$ cat src/rtl/core/ncc_pkg.sv
`timescale 1ns / 1ps
// ----------------------------------------------------------------------------
// ncc_pkg
// Shared types and constants for the nearest color classifier.
// ----------------------------------------------------------------------------
package ncc_pkg;

  localparam int DEF_NUM_REFS       = 6;
  localparam int DEF_COMPONENT_BITS = 16;

  localparam int COMP_W = 16;
  localparam int CONF_W = 17;
  localparam int CNT_W  = 3;
  localparam int IDX_W  = 3;
  localparam int CFG_W  = 48;
  localparam int MAG_W  = 18;
  localparam int SQ_W   = 32;
  localparam int ACC_W  = 34;
  localparam int STEP_W = 5;

  localparam logic [CONF_W-1:0] Q16_ONE    = 17'h10000;
  localparam logic [CONF_W-1:0] THR_RESET  = 17'd62259;
  localparam logic [ACC_W-1:0]  BEST_RESET = 34'h2_0000_0000;

  localparam logic [IDX_W-1:0] REG_REF_COUNT   = 3'd0;
  localparam logic [IDX_W-1:0] REG_THRESHOLD   = 3'd1;
  localparam logic [IDX_W-1:0] REG_REF_COLOR_0 = 3'd2;

  localparam logic [STEP_W-1:0] DRAIN_STEPS = 5'd3;
  localparam logic [STEP_W-1:0] SQRT_STEPS  = 5'd16;
  localparam logic [STEP_W-1:0] DIV_STEPS   = 5'd17;

  typedef enum logic [1:0] {
    COMP_RED,
    COMP_GREEN,
    COMP_BLUE
  } comp_t;

  typedef enum logic [3:0] {
    ST_IDLE,
    ST_LOAD,
    ST_SEARCH,
    ST_DRAIN,
    ST_PREP,
    ST_SQRT,
    ST_CHECK,
    ST_DIV,
    ST_DONE
  } state_t;

  typedef struct packed {
    logic             load;
    logic             issue;
    logic [CNT_W-1:0] ref_sel;
    comp_t            comp_sel;
    logic             sqrt_load;
    logic             sqrt_step;
    logic             check;
    logic             div_step;
    logic             result_load;
  } cmd_t;

  typedef struct packed {
    logic             empty;
    logic             found;
    logic             out_free;
    logic [CNT_W-1:0] count;
  } status_t;

endpackage

$ cat src/rtl/core/ncc_ctrl.sv
`timescale 1ns / 1ps
// ----------------------------------------------------------------------------
// ncc_ctrl
// Sequencer: steps the table search, square root, divide and result hand-off.
// ----------------------------------------------------------------------------
module ncc_ctrl (
  input  logic             clk,
  input  logic             rst,
  input  logic             pixel_valid,
  output logic             pixel_ready,
  input  ncc_pkg::status_t status,
  output ncc_pkg::cmd_t    cmd
);

  ncc_pkg::state_t                 state, state_next;
  logic [ncc_pkg::CNT_W-1:0]       ri, ri_next;
  ncc_pkg::comp_t                  cc, cc_next;
  logic [ncc_pkg::STEP_W-1:0]      step, step_next;

  always_ff @(posedge clk) begin
    if (rst) begin
      state <= ncc_pkg::ST_IDLE;
      ri    <= '0;
      cc    <= ncc_pkg::COMP_RED;
      step  <= '0;
    end else begin
      state <= state_next;
      ri    <= ri_next;
      cc    <= cc_next;
      step  <= step_next;
    end
  end

  always_comb begin
    state_next  = state;
    ri_next     = ri;
    cc_next     = cc;
    step_next   = step;
    pixel_ready = 1'b0;
    cmd         = '0;
    cmd.ref_sel  = ri;
    cmd.comp_sel = cc;
    unique case (state)
      ncc_pkg::ST_IDLE: begin
        pixel_ready = 1'b1;
        if (pixel_valid) begin
          cmd.load   = 1'b1;
          state_next = ncc_pkg::ST_LOAD;
        end
      end
      ncc_pkg::ST_LOAD: begin
        ri_next = '0;
        cc_next = ncc_pkg::COMP_RED;
        if (status.empty) begin
          state_next = ncc_pkg::ST_DONE;
        end else begin
          state_next = ncc_pkg::ST_SEARCH;
        end
      end
      ncc_pkg::ST_SEARCH: begin
        cmd.issue = 1'b1;
        unique case (cc)
          ncc_pkg::COMP_RED:   cc_next = ncc_pkg::COMP_GREEN;
          ncc_pkg::COMP_GREEN: cc_next = ncc_pkg::COMP_BLUE;
          default: begin
            cc_next = ncc_pkg::COMP_RED;
            ri_next = ri + 3'd1;
            if (ri == 3'(status.count - 3'd1)) begin
              step_next  = '0;
              state_next = ncc_pkg::ST_DRAIN;
            end
          end
        endcase
      end
      ncc_pkg::ST_DRAIN: begin
        step_next = step + 5'd1;
        if (step == ncc_pkg::DRAIN_STEPS - 5'd1) begin
          state_next = ncc_pkg::ST_PREP;
        end
      end
      ncc_pkg::ST_PREP: begin
        step_next = '0;
        if (status.found) begin
          cmd.sqrt_load = 1'b1;
          state_next    = ncc_pkg::ST_SQRT;
        end else begin
          state_next = ncc_pkg::ST_CHECK;
        end
      end
      ncc_pkg::ST_SQRT: begin
        cmd.sqrt_step = 1'b1;
        step_next     = step + 5'd1;
        if (step == ncc_pkg::SQRT_STEPS - 5'd1) begin
          state_next = ncc_pkg::ST_CHECK;
        end
      end
      ncc_pkg::ST_CHECK: begin
        cmd.check  = 1'b1;
        step_next  = '0;
        state_next = ncc_pkg::ST_DIV;
      end
      ncc_pkg::ST_DIV: begin
        cmd.div_step = 1'b1;
        step_next    = step + 5'd1;
        if (step == ncc_pkg::DIV_STEPS - 5'd1) begin
          state_next = ncc_pkg::ST_DONE;
        end
      end
      ncc_pkg::ST_DONE: begin
        if (status.out_free) begin
          cmd.result_load = 1'b1;
          state_next      = ncc_pkg::ST_IDLE;
        end
      end
      default: begin
        state_next = ncc_pkg::ST_IDLE;
      end
    endcase
  end

endmodule

$ cat src/rtl/core/ncc_datapath.sv
`timescale 1ns / 1ps
// ----------------------------------------------------------------------------
// ncc_datapath
// Config registers, distance pipeline, square root, divider and result
// register of the nearest color classifier.
// ----------------------------------------------------------------------------
module ncc_datapath #(
  parameter int NUM_REFS       = ncc_pkg::DEF_NUM_REFS,
  parameter int COMPONENT_BITS = ncc_pkg::DEF_COMPONENT_BITS
) (
  input  logic                        clk,
  input  logic                        rst,
  input  logic                        cfg_we,
  input  logic [ncc_pkg::IDX_W-1:0]   cfg_index,
  input  logic [ncc_pkg::CFG_W-1:0]   cfg_data,
  input  logic [ncc_pkg::COMP_W-1:0]  red_in,
  input  logic [ncc_pkg::COMP_W-1:0]  green_in,
  input  logic [ncc_pkg::COMP_W-1:0]  blue_in,
  input  ncc_pkg::cmd_t               cmd,
  output ncc_pkg::status_t            status,
  output logic                        result_valid,
  input  logic                        result_ready,
  output logic                        matched,
  output logic [ncc_pkg::CNT_W-1:0]   match_index,
  output logic [ncc_pkg::CONF_W-1:0]  confidence
);

  localparam int RI_W        = (NUM_REFS > 1) ? $clog2(NUM_REFS) : 1;
  localparam int ALIGN_SHIFT = ncc_pkg::COMP_W - COMPONENT_BITS;

  function automatic logic [ncc_pkg::COMP_W-1:0] align_comp(
    input logic [ncc_pkg::COMP_W-1:0] v
  );
    align_comp = ncc_pkg::COMP_W'(v[COMPONENT_BITS-1:0]) << ALIGN_SHIFT;
  endfunction

  // config registers
  logic [ncc_pkg::CNT_W-1:0]  ref_count;
  logic [ncc_pkg::CONF_W-1:0] threshold;
  logic [ncc_pkg::CFG_W-1:0]  ref_color [NUM_REFS];
  logic [ncc_pkg::CNT_W-1:0]  widx;

  assign widx = 3'(cfg_index - ncc_pkg::REG_REF_COLOR_0);

  always_ff @(posedge clk) begin
    if (rst) begin
      ref_count <= '0;
      threshold <= ncc_pkg::THR_RESET;
      for (int i = 0; i < NUM_REFS; i++) begin
        ref_color[i] <= '0;
      end
    end else if (cfg_we) begin
      unique case (cfg_index)
        ncc_pkg::REG_REF_COUNT: ref_count <= cfg_data[ncc_pkg::CNT_W-1:0];
        ncc_pkg::REG_THRESHOLD: threshold <= cfg_data[ncc_pkg::CONF_W-1:0];
        default: begin
          if (widx < 3'(NUM_REFS)) begin
            ref_color[widx[RI_W-1:0]] <= cfg_data;
          end
        end
      endcase
    end
  end

  // transaction load
  logic [ncc_pkg::COMP_W-1:0] r_q, g_q, b_q;
  logic [ncc_pkg::MAG_W-1:0]  mag, mag_next;
  logic [ncc_pkg::CNT_W-1:0]  count_sat, count_q;
  logic                       empty_q;

  assign count_sat = (ref_count > 3'(NUM_REFS)) ? 3'(NUM_REFS) : ref_count;
  assign mag_next  = ncc_pkg::MAG_W'(align_comp(red_in))
                   + ncc_pkg::MAG_W'(align_comp(green_in))
                   + ncc_pkg::MAG_W'(align_comp(blue_in));

  always_ff @(posedge clk) begin
    if (cmd.load) begin
      r_q     <= align_comp(red_in);
      g_q     <= align_comp(green_in);
      b_q     <= align_comp(blue_in);
      mag     <= mag_next;
      count_q <= count_sat;
      empty_q <= (mag_next == '0) || (count_sat == '0);
    end
  end

  // distance pipeline: difference, square, accumulate, compare
  logic [ncc_pkg::CFG_W-1:0]  ref_word;
  logic [ncc_pkg::COMP_W-1:0] ref_c, in_c, diff;
  logic [ncc_pkg::COMP_W-1:0] diff_q;
  logic [ncc_pkg::SQ_W-1:0]   sq_q;
  logic [ncc_pkg::ACC_W-1:0]  acc, best;
  logic                       d_valid, d_first, d_last;
  logic                       s_valid, s_first, s_last;
  logic                       c_valid, c_last;
  logic [ncc_pkg::CNT_W-1:0]  d_idx, s_idx, c_idx, best_idx;
  logic                       found;

  assign ref_word = ref_color[cmd.ref_sel[RI_W-1:0]];

  always_comb begin
    case (cmd.comp_sel)
      ncc_pkg::COMP_RED: begin
        ref_c = align_comp(ref_word[47:32]);
        in_c  = r_q;
      end
      ncc_pkg::COMP_GREEN: begin
        ref_c = align_comp(ref_word[31:16]);
        in_c  = g_q;
      end
      default: begin
        ref_c = align_comp(ref_word[15:0]);
        in_c  = b_q;
      end
    endcase
    diff = (ref_c > in_c) ? (ref_c - in_c) : (in_c - ref_c);
  end

  always_ff @(posedge clk) begin
    if (rst || cmd.load) begin
      d_valid <= 1'b0;
      s_valid <= 1'b0;
      c_valid <= 1'b0;
    end else begin
      d_valid <= cmd.issue;
      s_valid <= d_valid;
      c_valid <= s_valid;
    end
  end

  always_ff @(posedge clk) begin
    diff_q  <= diff;
    d_first <= (cmd.comp_sel == ncc_pkg::COMP_RED);
    d_last  <= (cmd.comp_sel == ncc_pkg::COMP_BLUE);
    d_idx   <= cmd.ref_sel;
    sq_q    <= {16'b0, diff_q} * {16'b0, diff_q};
    s_first <= d_first;
    s_last  <= d_last;
    s_idx   <= d_idx;
    c_last  <= s_last;
    c_idx   <= s_idx;
    if (s_valid) begin
      acc <= (s_first ? '0 : acc) + ncc_pkg::ACC_W'(sq_q);
    end
  end

  always_ff @(posedge clk) begin
    if (cmd.load) begin
      best     <= ncc_pkg::BEST_RESET;
      best_idx <= '0;
      found    <= 1'b0;
    end else if (c_valid && c_last && (acc < best)) begin
      best     <= acc;
      best_idx <= c_idx;
      found    <= 1'b1;
    end
  end

  // square root, one result bit per cycle
  logic [ncc_pkg::SQ_W-1:0]   sq_x;
  logic [17:0]                sq_rem;
  logic [ncc_pkg::COMP_W-1:0] root;
  logic [19:0]                rem_sh, trial;

  assign rem_sh = {sq_rem, sq_x[31:30]};
  assign trial  = {2'b00, root, 2'b01};

  always_ff @(posedge clk) begin
    if (cmd.sqrt_load) begin
      sq_x   <= best[32:1];
      sq_rem <= '0;
      root   <= '0;
    end else if (cmd.sqrt_step) begin
      sq_x <= {sq_x[29:0], 2'b00};
      if (rem_sh >= trial) begin
        sq_rem <= 18'(rem_sh - trial);
        root   <= {root[14:0], 1'b1};
      end else begin
        sq_rem <= 18'(rem_sh);
        root   <= {root[14:0], 1'b0};
      end
    end
  end

  // range check and restoring divide
  logic [ncc_pkg::CONF_W-1:0] distance;
  logic [ncc_pkg::ACC_W-1:0]  num_wide, lim_wide;
  logic                       ovf;
  logic [ncc_pkg::MAG_W-1:0]  drem;
  logic [ncc_pkg::CONF_W-1:0] dlo, quot;
  logic [ncc_pkg::MAG_W:0]    rs;

  assign distance = found ? {1'b0, root} : ncc_pkg::Q16_ONE;
  assign num_wide = ncc_pkg::ACC_W'({distance, 16'h0000});
  assign lim_wide = ncc_pkg::ACC_W'({mag, 16'h0000}) + ncc_pkg::ACC_W'(mag);
  assign rs       = {drem, dlo[16]};

  always_ff @(posedge clk) begin
    if (cmd.load) begin
      ovf <= 1'b0;
    end else if (cmd.check) begin
      ovf <= (num_wide >= lim_wide);
    end
  end

  always_ff @(posedge clk) begin
    if (cmd.check) begin
      drem <= ncc_pkg::MAG_W'(distance >> 1);
      dlo  <= {distance[0], 16'h0000};
      quot <= '0;
    end else if (cmd.div_step) begin
      dlo <= {dlo[15:0], 1'b0};
      if (rs >= {1'b0, mag}) begin
        drem <= ncc_pkg::MAG_W'(rs - {1'b0, mag});
        quot <= {quot[15:0], 1'b1};
      end else begin
        drem <= ncc_pkg::MAG_W'(rs);
        quot <= {quot[15:0], 1'b0};
      end
    end
  end

  // result register
  logic [ncc_pkg::CONF_W-1:0] conf, thr_sat;
  logic                       hit;

  assign conf    = ncc_pkg::Q16_ONE - quot;
  assign thr_sat = (threshold > ncc_pkg::Q16_ONE) ? ncc_pkg::Q16_ONE : threshold;
  assign hit     = !empty_q && !ovf && (conf > thr_sat);

  always_ff @(posedge clk) begin
    if (rst) begin
      result_valid <= 1'b0;
    end else if (cmd.result_load) begin
      result_valid <= 1'b1;
    end else if (result_ready) begin
      result_valid <= 1'b0;
    end
  end

  always_ff @(posedge clk) begin
    if (cmd.result_load) begin
      matched     <= hit;
      match_index <= hit ? best_idx : '0;
      confidence  <= hit ? conf : '0;
    end
  end

  assign status.empty    = empty_q;
  assign status.found    = found;
  assign status.out_free = !result_valid || result_ready;
  assign status.count    = count_q;

endmodule

$ cat src/rtl/core/nearest_color_classifier_top.sv
`timescale 1ns / 1ps
// ----------------------------------------------------------------------------
// nearest_color_classifier_top
// Finds the nearest configured reference color to an RGB reading and reports
// index and confidence when the confidence clears the threshold.
// ----------------------------------------------------------------------------
//  channel  | handshake                  | payload
//  ---------+----------------------------+----------------------------------
//  pixel    | pixel_valid / pixel_ready  | red_in, green_in, blue_in
//  result   | result_valid / result_ready| matched, match_index, confidence
//  config   | cfg_we                     | cfg_index, cfg_data
//
// result valid after the search of the active refs, the single squarer, the
// 16-step root and the 17-step divide; the root is skipped when no entry is
// within distance one; the pixel input is ready again as result_valid rises
// empty table or zero magnitude: no search, root or divide; load, then final state
// rst is synchronous: config back to defaults, control and result idle
// a pending result holds the next reading in the final state until taken
// ----------------------------------------------------------------------------
module nearest_color_classifier_top #(
  parameter int NUM_REFS       = ncc_pkg::DEF_NUM_REFS,
  parameter int COMPONENT_BITS = ncc_pkg::DEF_COMPONENT_BITS
) (
  input  logic                        clk,
  input  logic                        rst,
  input  logic                        cfg_we,
  input  logic [ncc_pkg::IDX_W-1:0]   cfg_index,
  input  logic [ncc_pkg::CFG_W-1:0]   cfg_data,
  input  logic                        pixel_valid,
  output logic                        pixel_ready,
  input  logic [ncc_pkg::COMP_W-1:0]  red_in,
  input  logic [ncc_pkg::COMP_W-1:0]  green_in,
  input  logic [ncc_pkg::COMP_W-1:0]  blue_in,
  output logic                        result_valid,
  input  logic                        result_ready,
  output logic                        matched,
  output logic [ncc_pkg::CNT_W-1:0]   match_index,
  output logic [ncc_pkg::CONF_W-1:0]  confidence
);

  ncc_pkg::cmd_t    cmd;
  ncc_pkg::status_t status;

  ncc_ctrl u_ctrl (
    .clk         (clk),
    .rst         (rst),
    .pixel_valid (pixel_valid),
    .pixel_ready (pixel_ready),
    .status      (status),
    .cmd         (cmd)
  );

  ncc_datapath #(
    .NUM_REFS       (NUM_REFS),
    .COMPONENT_BITS (COMPONENT_BITS)
  ) u_datapath (
    .clk          (clk),
    .rst          (rst),
    .cfg_we       (cfg_we),
    .cfg_index    (cfg_index),
    .cfg_data     (cfg_data),
    .red_in       (red_in),
    .green_in     (green_in),
    .blue_in      (blue_in),
    .cmd          (cmd),
    .status       (status),
    .result_valid (result_valid),
    .result_ready (result_ready),
    .matched      (matched),
    .match_index  (match_index),
    .confidence   (confidence)
  );

`ifndef SYNTHESIS
  a_nomatch_zero: assert property (@(posedge clk) disable iff (rst)
    result_valid && !matched |-> (match_index == '0) && (confidence == '0))
    else $error("unmatched result carries index or confidence");

  a_match_sane: assert property (@(posedge clk) disable iff (rst)
    result_valid && matched |-> (match_index < 3'(NUM_REFS)) && (confidence != '0))
    else $error("matched result out of range");

  a_busy_after_accept: assert property (@(posedge clk) disable iff (rst)
    pixel_valid && pixel_ready |=> !pixel_ready)
    else $error("ready right after accepted transaction");

  a_load_when_free: assert property (@(posedge clk) disable iff (rst)
    cmd.result_load |-> status.out_free)
    else $error("result overwritten before taken");
`endif

endmodule

$ cat config.mk
export PLATFORM = sky130hd
export DESIGN_NAME = nearest_color_classifier_top
export DESIGN_NICKNAME = d
export VERILOG_FILES = /design/src/rtl/core/ncc_pkg.sv /design/src/rtl/core/ncc_ctrl.sv /design/src/rtl/core/ncc_datapath.sv /design/src/rtl/core/nearest_color_classifier_top.sv
export SDC_FILE = /design/constraint.sdc
export NUM_CORES = 2
export LEC_CHECK = 0
export ABC_AREA = 1
export ABC_CLOCK_PERIOD_IN_PS = 6000
export BUFFER_PORTS_ARGS = -buffer_cell sky130_fd_sc_hd__buf_2
export CORE_MARGIN = 4
export CORE_UTILIZATION = 42
export CTS_CLUSTER_DIAMETER = 40
export DETAILED_ROUTE_END_ITERATION = 12
export HOLD_SLACK_MARGIN = 0.15
export MAX_ROUTING_LAYER = met4
export SLEW_MARGIN = 20
export SYNTH_ARGS = -nofsm -noshare
export SYNTH_HDL_FRONTEND = slang
export SYNTH_SLANG_ARGS = --single-unit
$ cat constraint.sdc
create_clock -name clk -period 6 [get_ports clk]
set_input_delay 0 -clock clk [delete_from_list [all_inputs] [get_ports clk]]
set_output_delay 0 -clock clk [all_outputs]
set_load 0.01 [all_outputs]
Word level (Yosys, flattened, before mapping)
Memories as Yosys holds them, arrays and structs flattened. A register that Yosys moved wholly into a read port is not among the register bits.
Index checks and enable logic that the tools add are counted.
- flip-flop bits (word level): 366
- latch bits: 0
- memory bits (writable): 288
- memory bits (read-only): 0
- bits of input ports: 104
- word-level logic and storage cells: 176
- memories kept: 1
- $add $sub $neg: 13
- $mul: 1
- divide/modulo/power cells: 0
- magnitude comparators: 9
- equal/unequal tests: 22
- shifts and indexed selects: 0
- mux-type cells: 59
- bitwise gates (word level): 0
- reductions and logical operators: 30
- memory list (name ; depth ; bits a word ; rd ports ; clocked after Yosys merged registers in ; wr ports ; line ; text):
    u_datapath.ref_color ; 6 ; 48 ; 1 ; 1 ; 6 ; ncc_datapath.sv:40 ; logic [ncc_pkg::CFG_W-1:0] ref_color [NUM_REFS];
- operators by type and width (kind ; count):
    17-bit 2-to-1 mux ; 4
    32-bit 2-to-1 mux ; 2
    16-bit case mux with 2 select lines ; 2
    16-bit 2-to-1 mux ; 3
    48-bit 2-to-1 mux ; 1
    48-bit OR reduction ; 1
    18-bit 2-to-1 mux ; 2
    4-bit case mux with 9 select lines ; 1
    18-bit subtractor ; 2
    34-bit by 18-bit adder with 34-bit output ; 1
    34-bit by 32-bit adder with 34-bit output ; 1
    33-bit by 34-bit greater-or-equal comparator with 1-bit output ; 1
    34-bit less-than comparator ; 1
    34-bit 2-to-1 mux ; 1
    16-bit by 16-bit multiplier with 32-bit output ; 1
    4-bit 2-to-1 mux ; 8
    16-bit subtractor ; 2
    1-bit 2-to-1 mux ; 23
    20-bit by 18-bit greater-or-equal comparator with 1-bit output ; 1
    19-bit by 18-bit greater-or-equal comparator with 1-bit output ; 1
    18-bit by 16-bit adder with 18-bit output ; 1
    18-bit zero test ; 1
    16-bit by 16-bit adder with 17-bit output ; 1
    17-bit > comparator ; 1
    other kinds (41) ; 71

Depth between registers and ports, before layout
- word-level depth: 9
- gate-level depth with buffers: 28
- gate-level depth less buffers: 26

By module
A second synthesis with hierarchy kept.
- cells, all modules: 5156
- area total of the unflattened synthesis: 46221.8 µm²
- by module, submodules not included (module ; times used ; cells an instance ; area each (µm²)):
    ncc_datapath ; 1 ; 4987 ; 45158.3
    ncc_ctrl ; 1 ; 169 ; 1063.5

Worst setup path after synthesis
OpenSTA, ideal clock, no wires.
- path type: flip-flop to flip-flop
- start: register u_datapath.diff_q[4] in the netlist's numbering
- end: register u_datapath.sq_q[30] in the netlist's numbering
- arrival time: 5.449 ns
- data required time: 5.888 ns
- slack: 0.438 ns
- cell stages (with the launch flop): 24
- buffers on the path: 2
- period minus slack after synthesis: 5.562 ns
- path through: dfxtp_1 > clkbuf_1 > clkbuf_1 > nand2_1 > fa_1 > inv_1 > fa_1 > fa_1 > fa_1 > fa_1 > inv_1 > fa_1 > inv_1 > ha_1 > nand2_1 > inv_1 > nand2_1 > nor3_1 > nand4_1 > nand3_1 > a21o_1 > nand2_1 > nand3_1 > nand2_1
- longest elaborated chain between the ends: 1
- ends and longest elaborated chain (element ; line ; text):
    from (decl) ; ncc_datapath.sv:90 ; logic [ncc_pkg::COMP_W-1:0] diff_q;
    from (signal assigned) ; ncc_datapath.sv:132 ; diff_q <= diff;
    16-bit by 16-bit multiplier with 32-bit output ; ncc_datapath.sv:136 ; sq_q <= {16'b0, diff_q} * {16'b0, diff_q};
    to (signal assigned) ; ncc_datapath.sv:136 ;
    to (decl) ; ncc_datapath.sv:91 ; logic [ncc_pkg::SQ_W-1:0] sq_q;
No other way between the ends.
A chain may end at the register's enable or synchronous reset.

Worst setup path in the final report
Ends and elaborated chain as after synthesis.

==> results.ini <==
[worst_setup_path]
worstPathMaxFanout = 10
critPathMostFrequentCell = nand2_1
critical_path_arrival_ns = 6.21
end_kind = flop
crit_chain = buf_4 -> nand2_1 -> inv_1 -> fa_1 -> inv_1 -> fa_1 -> inv_1 -> fa_1 -> fa_1 -> fa_1 -> inv_1 -> fa_1 -> inv_1 -> ha_1 -> nand2_1 -> nor2_1 -> nand2_1 -> nand2_1 -> nand2_1 -> nand3_1 -> a21o_1 -> nand2_1 -> nand3_1 -> nand2_1
crit_type = reg2reg
cpPeakStageDelay_ns = 0.55
startpoint_type = flop
crit_slowest_cell = fa_1
required_ns = 6.58

[routing]
num_vias = 37200
drcViolationCount = 0
detail-route-antenna-nets = 0
drt_iter0_markers = 2876
wl_um = 132000
dr.pass1.iters = 6
wire_per_inst_um = 18.4
drt-vias-per-instance = 5.17

[sta]
setup_tns_ns = 0
slew_headroom = 0.268
worst_pin_slew_ns = 1.10
max_freq_mhz = 178
report.final.slew_viol_count = 0
skew_ns = 0.0387
period_needed_ns = 5.63
postLayoutSetupSlackWorst_ns = 0.371
finalHoldViolations = 0
hold_slack_ns = 0.184
timing.final.crit_share = 0.938
grt_setup_unrepaired = no
finalSetupViolations = 0

[finish]
fillers = 10400
stdcell_area_sq_um = 54700
syn_to_final_growth_pct = 17.2
final_layout_size_suffix_gt1_frac = 0.0880
finish.net_count = 6177

[place]
place_area_sq_um = 48800
place.gp.congestion = 0.915
portBuffers = 126
place_ws_ns = 0.198
hpwl_um = 91400

[synthesis]
synth_cell_type_count = 65
syn_inst = 5299
synth_edf_count = 558
syn-cell-area_sq_um = 46700
yosysSeqAreaShare = 0.442
yosys_warnings = 0
syn_avg_cell_area_sq_um = 8.81
synthArstFlopShare = 0
synth_nets = 5881
ys_ff_latch = 752
ys.flop_type = edfxtp_1

[floorplan]
die_area_sq_um = 117000
fp.dieH_um = 341
initial_core_util = 0.423
dieWidth_um = 341
io_pins = 127
rows = 122
coreArea_sq_um = 111000

[global_routing]
grt_pass1_wl_um = 206000
antenna_found_initial = 16
grt_overflow = 0
grt_util_all_layers = 0.230
first_global_vias = 36700
grt_max_degree = 99

[status]
outcome = complete, no violations

[cts]
path_clk_slew_ns = 0.06
cts.sinks = 752
cts_root_buf = clkbuf_16
insertion_delay_ns = 0.71
h-tree-depth = 3
numCtsBuffers = 114
clockBufferDepth = 3
cts_tree = done

[worst_hold_path]
min_path_type = in2reg

[run]
max-cap-violations = 0

cells in the final DEF (no fill, tap or decap), types with 20 or more instances in the layout:
cell type | synthesis | final
nor3_1 | 48 | 46
buf_2 | 60 | 126
a21oi_1 | 374 | 374
clkbuf_16 | 0 | 119
fa_1 | 170 | 170
o21ai_1 | 51 | 51
or3_1 | 32 | 32
a221oi_1 | 68 | 68
dfxtp_1 | 194 | 177
o21a_1 | 21 | 20
o211ai_1 | 25 | 25
o21ai_0 | 197 | 197
xor2_1 | 105 | 105
ha_1 | 308 | 308
nand4_1 | 36 | 36
inv_1 | 753 | 752
inv_2 | 35 | 32
o22ai_1 | 25 | 25
nand3_1 | 149 | 149
edfxtp_1 | 558 | 558
nor2_1 | 633 | 631
buf_4 | 16 | 60
xnor2_1 | 48 | 48
nand2_1 | 1070 | 1060
dlygate4sd3_1 | 0 | 194
a31oi_1 | 24 | 24
cell families (layout without fill, tap and decap cells):
family,count (synthesis),after routing,share of synthesized area
and+or+nand+nor,2029,2029,0.178
adders and majority gates,478,478,0.155
other,0,10,0
xor gates and xnor gates,153,153,0.0287
AOI/OAI and AO/OA,891,891,0.112
buffers and inverters,995,1391,0.0840
muxes,1,1,0.000241
DFF,752,752,0.442
metal layers:
| layer | vias to the layer above | GRT usage | wire length [um] |
|---|---|---|---|
| li1 | 18100 | - | - |
| met1 | 17700 | 0.308 | 58900 |
| met2 | 1089 | 0.360 | 60200 |
| met3 | 237 | 0.0405 | 9120 |
| met4 | 0 | 0.0688 | 3830 |
| met5 | - | - | 0 |
path summary, 6_finish.rpt:
| check | startpoint | endpoint | slack (ns) | depth (start not counted) |
|---|---|---|---|---|
| hold / removal | green_in[12] | u_datapath.g_q[12] | 0.18 | 2 |
| setup reg to reg | u_datapath.diff_q[4] | u_datapath.sq_q[30] | 0.37 | 24 |
| setup / recovery | u_datapath.diff_q[4] | u_datapath.sq_q[30] | 0.37 | 24 |
| hold reg to reg | u_datapath.d_idx[2] | u_datapath.s_idx[2] | 0.32 | 0 |
worst max-delay path: cells and delay by family, from the launching register on:
kind,cells,cell delay (ns)
AO/OA/AOI/OAI,1,0.19
adder cells (fa/ha/maj),7,3.44
buffers and inverters,6,0.48
flip-flops,1,0.38
AND/OR/NAND/NOR,10,1.05
registers in the layout (all words and copies together) (netlist names), 5 cells and up, named ones only:
name	flops
u_datapath.sq_x	32
u_datapath.best	34
u_datapath.acc	34
u_datapath.quot	17
u_datapath.sq_q	31
u_datapath.ref_color	384
u_datapath.threshold	17
u_datapath.mag	18
u_datapath.r_q	16
u_datapath.confidence	17
u_datapath.b_q	16
u_datapath.g_q	16
u_datapath.sq_rem	18
u_ctrl.step	5
u_datapath.diff_q	16
u_datapath.root	16
u_datapath.drem	18
through the flow:
| step | utilization | instances |
|---|---|---|
| 2_1_floorplan | - | 5299 |
| 3_3_place_gp | 0.442 | 6773 |
| 3_5_place_dp | 0.442 | 6773 |
| 4_1_cts | 0.495 | 7183 |
| 5_1_grt | 0.495 | 7188 |
| 6_report | 0.495 | 7193 |
area by class of cell:
type | count | area [sq um] | share of cell area
inverter | 790 | 2970 | 0.0544
timing repair buffer | 385 | 3120 | 0.0571
sequential | 752 | 20700 | 0.378
multi-input combinational | 3552 | 22200 | 0.406
antenna | 10 | 25.0 | 0.000457
clock inverter | 85 | 830 | 0.0152
clock buffer | 131 | 3040 | 0.0556
tap | 1488 | 1860 | 0.0340
synthesized netlist by cell type, types with 6 or more instances:
| library cell | n | area [sq um] |
|---|---|---|
| nand2_1 | 1070 | 4020 |
| inv_1 | 753 | 2830 |
| nor2_1 | 633 | 2380 |
| edfxtp_1 | 558 | 16800 |
| a21oi_1 | 374 | 1870 |
| ha_1 | 308 | 3850 |
| o21ai_0 | 197 | 986 |
| dfxtp_1 | 194 | 3880 |
| fa_1 | 170 | 3400 |
| nand3_1 | 149 | 746 |
| clkbuf_1 | 118 | 443 |
| xor2_1 | 105 | 920 |
| a221oi_1 | 68 | 596 |
| buf_2 | 60 | 300 |
| o21ai_1 | 51 | 255 |
| nor3_1 | 48 | 240 |
| xnor2_1 | 48 | 420 |
| nand4_1 | 36 | 225 |
| inv_2 | 35 | 131 |
| or3_1 | 32 | 200 |
| o211ai_1 | 25 | 188 |
| o22ai_1 | 25 | 156 |
| a31oi_1 | 24 | 150 |
| o21a_1 | 21 | 158 |
| a21o_1 | 19 | 143 |
| o21bai_1 | 19 | 143 |
| buf_4 | 16 | 120 |
| o22a_1 | 15 | 131 |
| o221ai_1 | 11 | 96.3 |
| nand3b_1 | 10 | 75.1 |
| nor4_1 | 9 | 56.3 |
| a21boi_0 | 7 | 52.6 |
| buf_6 | 7 | 78.8 |
| nor3_2 | 7 | 70.1 |
| nor2_2 | 6 | 37.5 |
what timing repair did:
| action | 4_1_cts | 5_1_grt |
|---|---|---|
| resized for setup | 0 | 17 |
| hold endpoints to repair | 571 | 0 |
| hold buffers | 194 | 0 |
| buffers inserted | 0 | 0 |
| endpoints found under the setup margin | 0 | 7 |
Power is not shown: default switching activity piles up to over one toggle a cycle in this logic, so the estimate is an artifact.
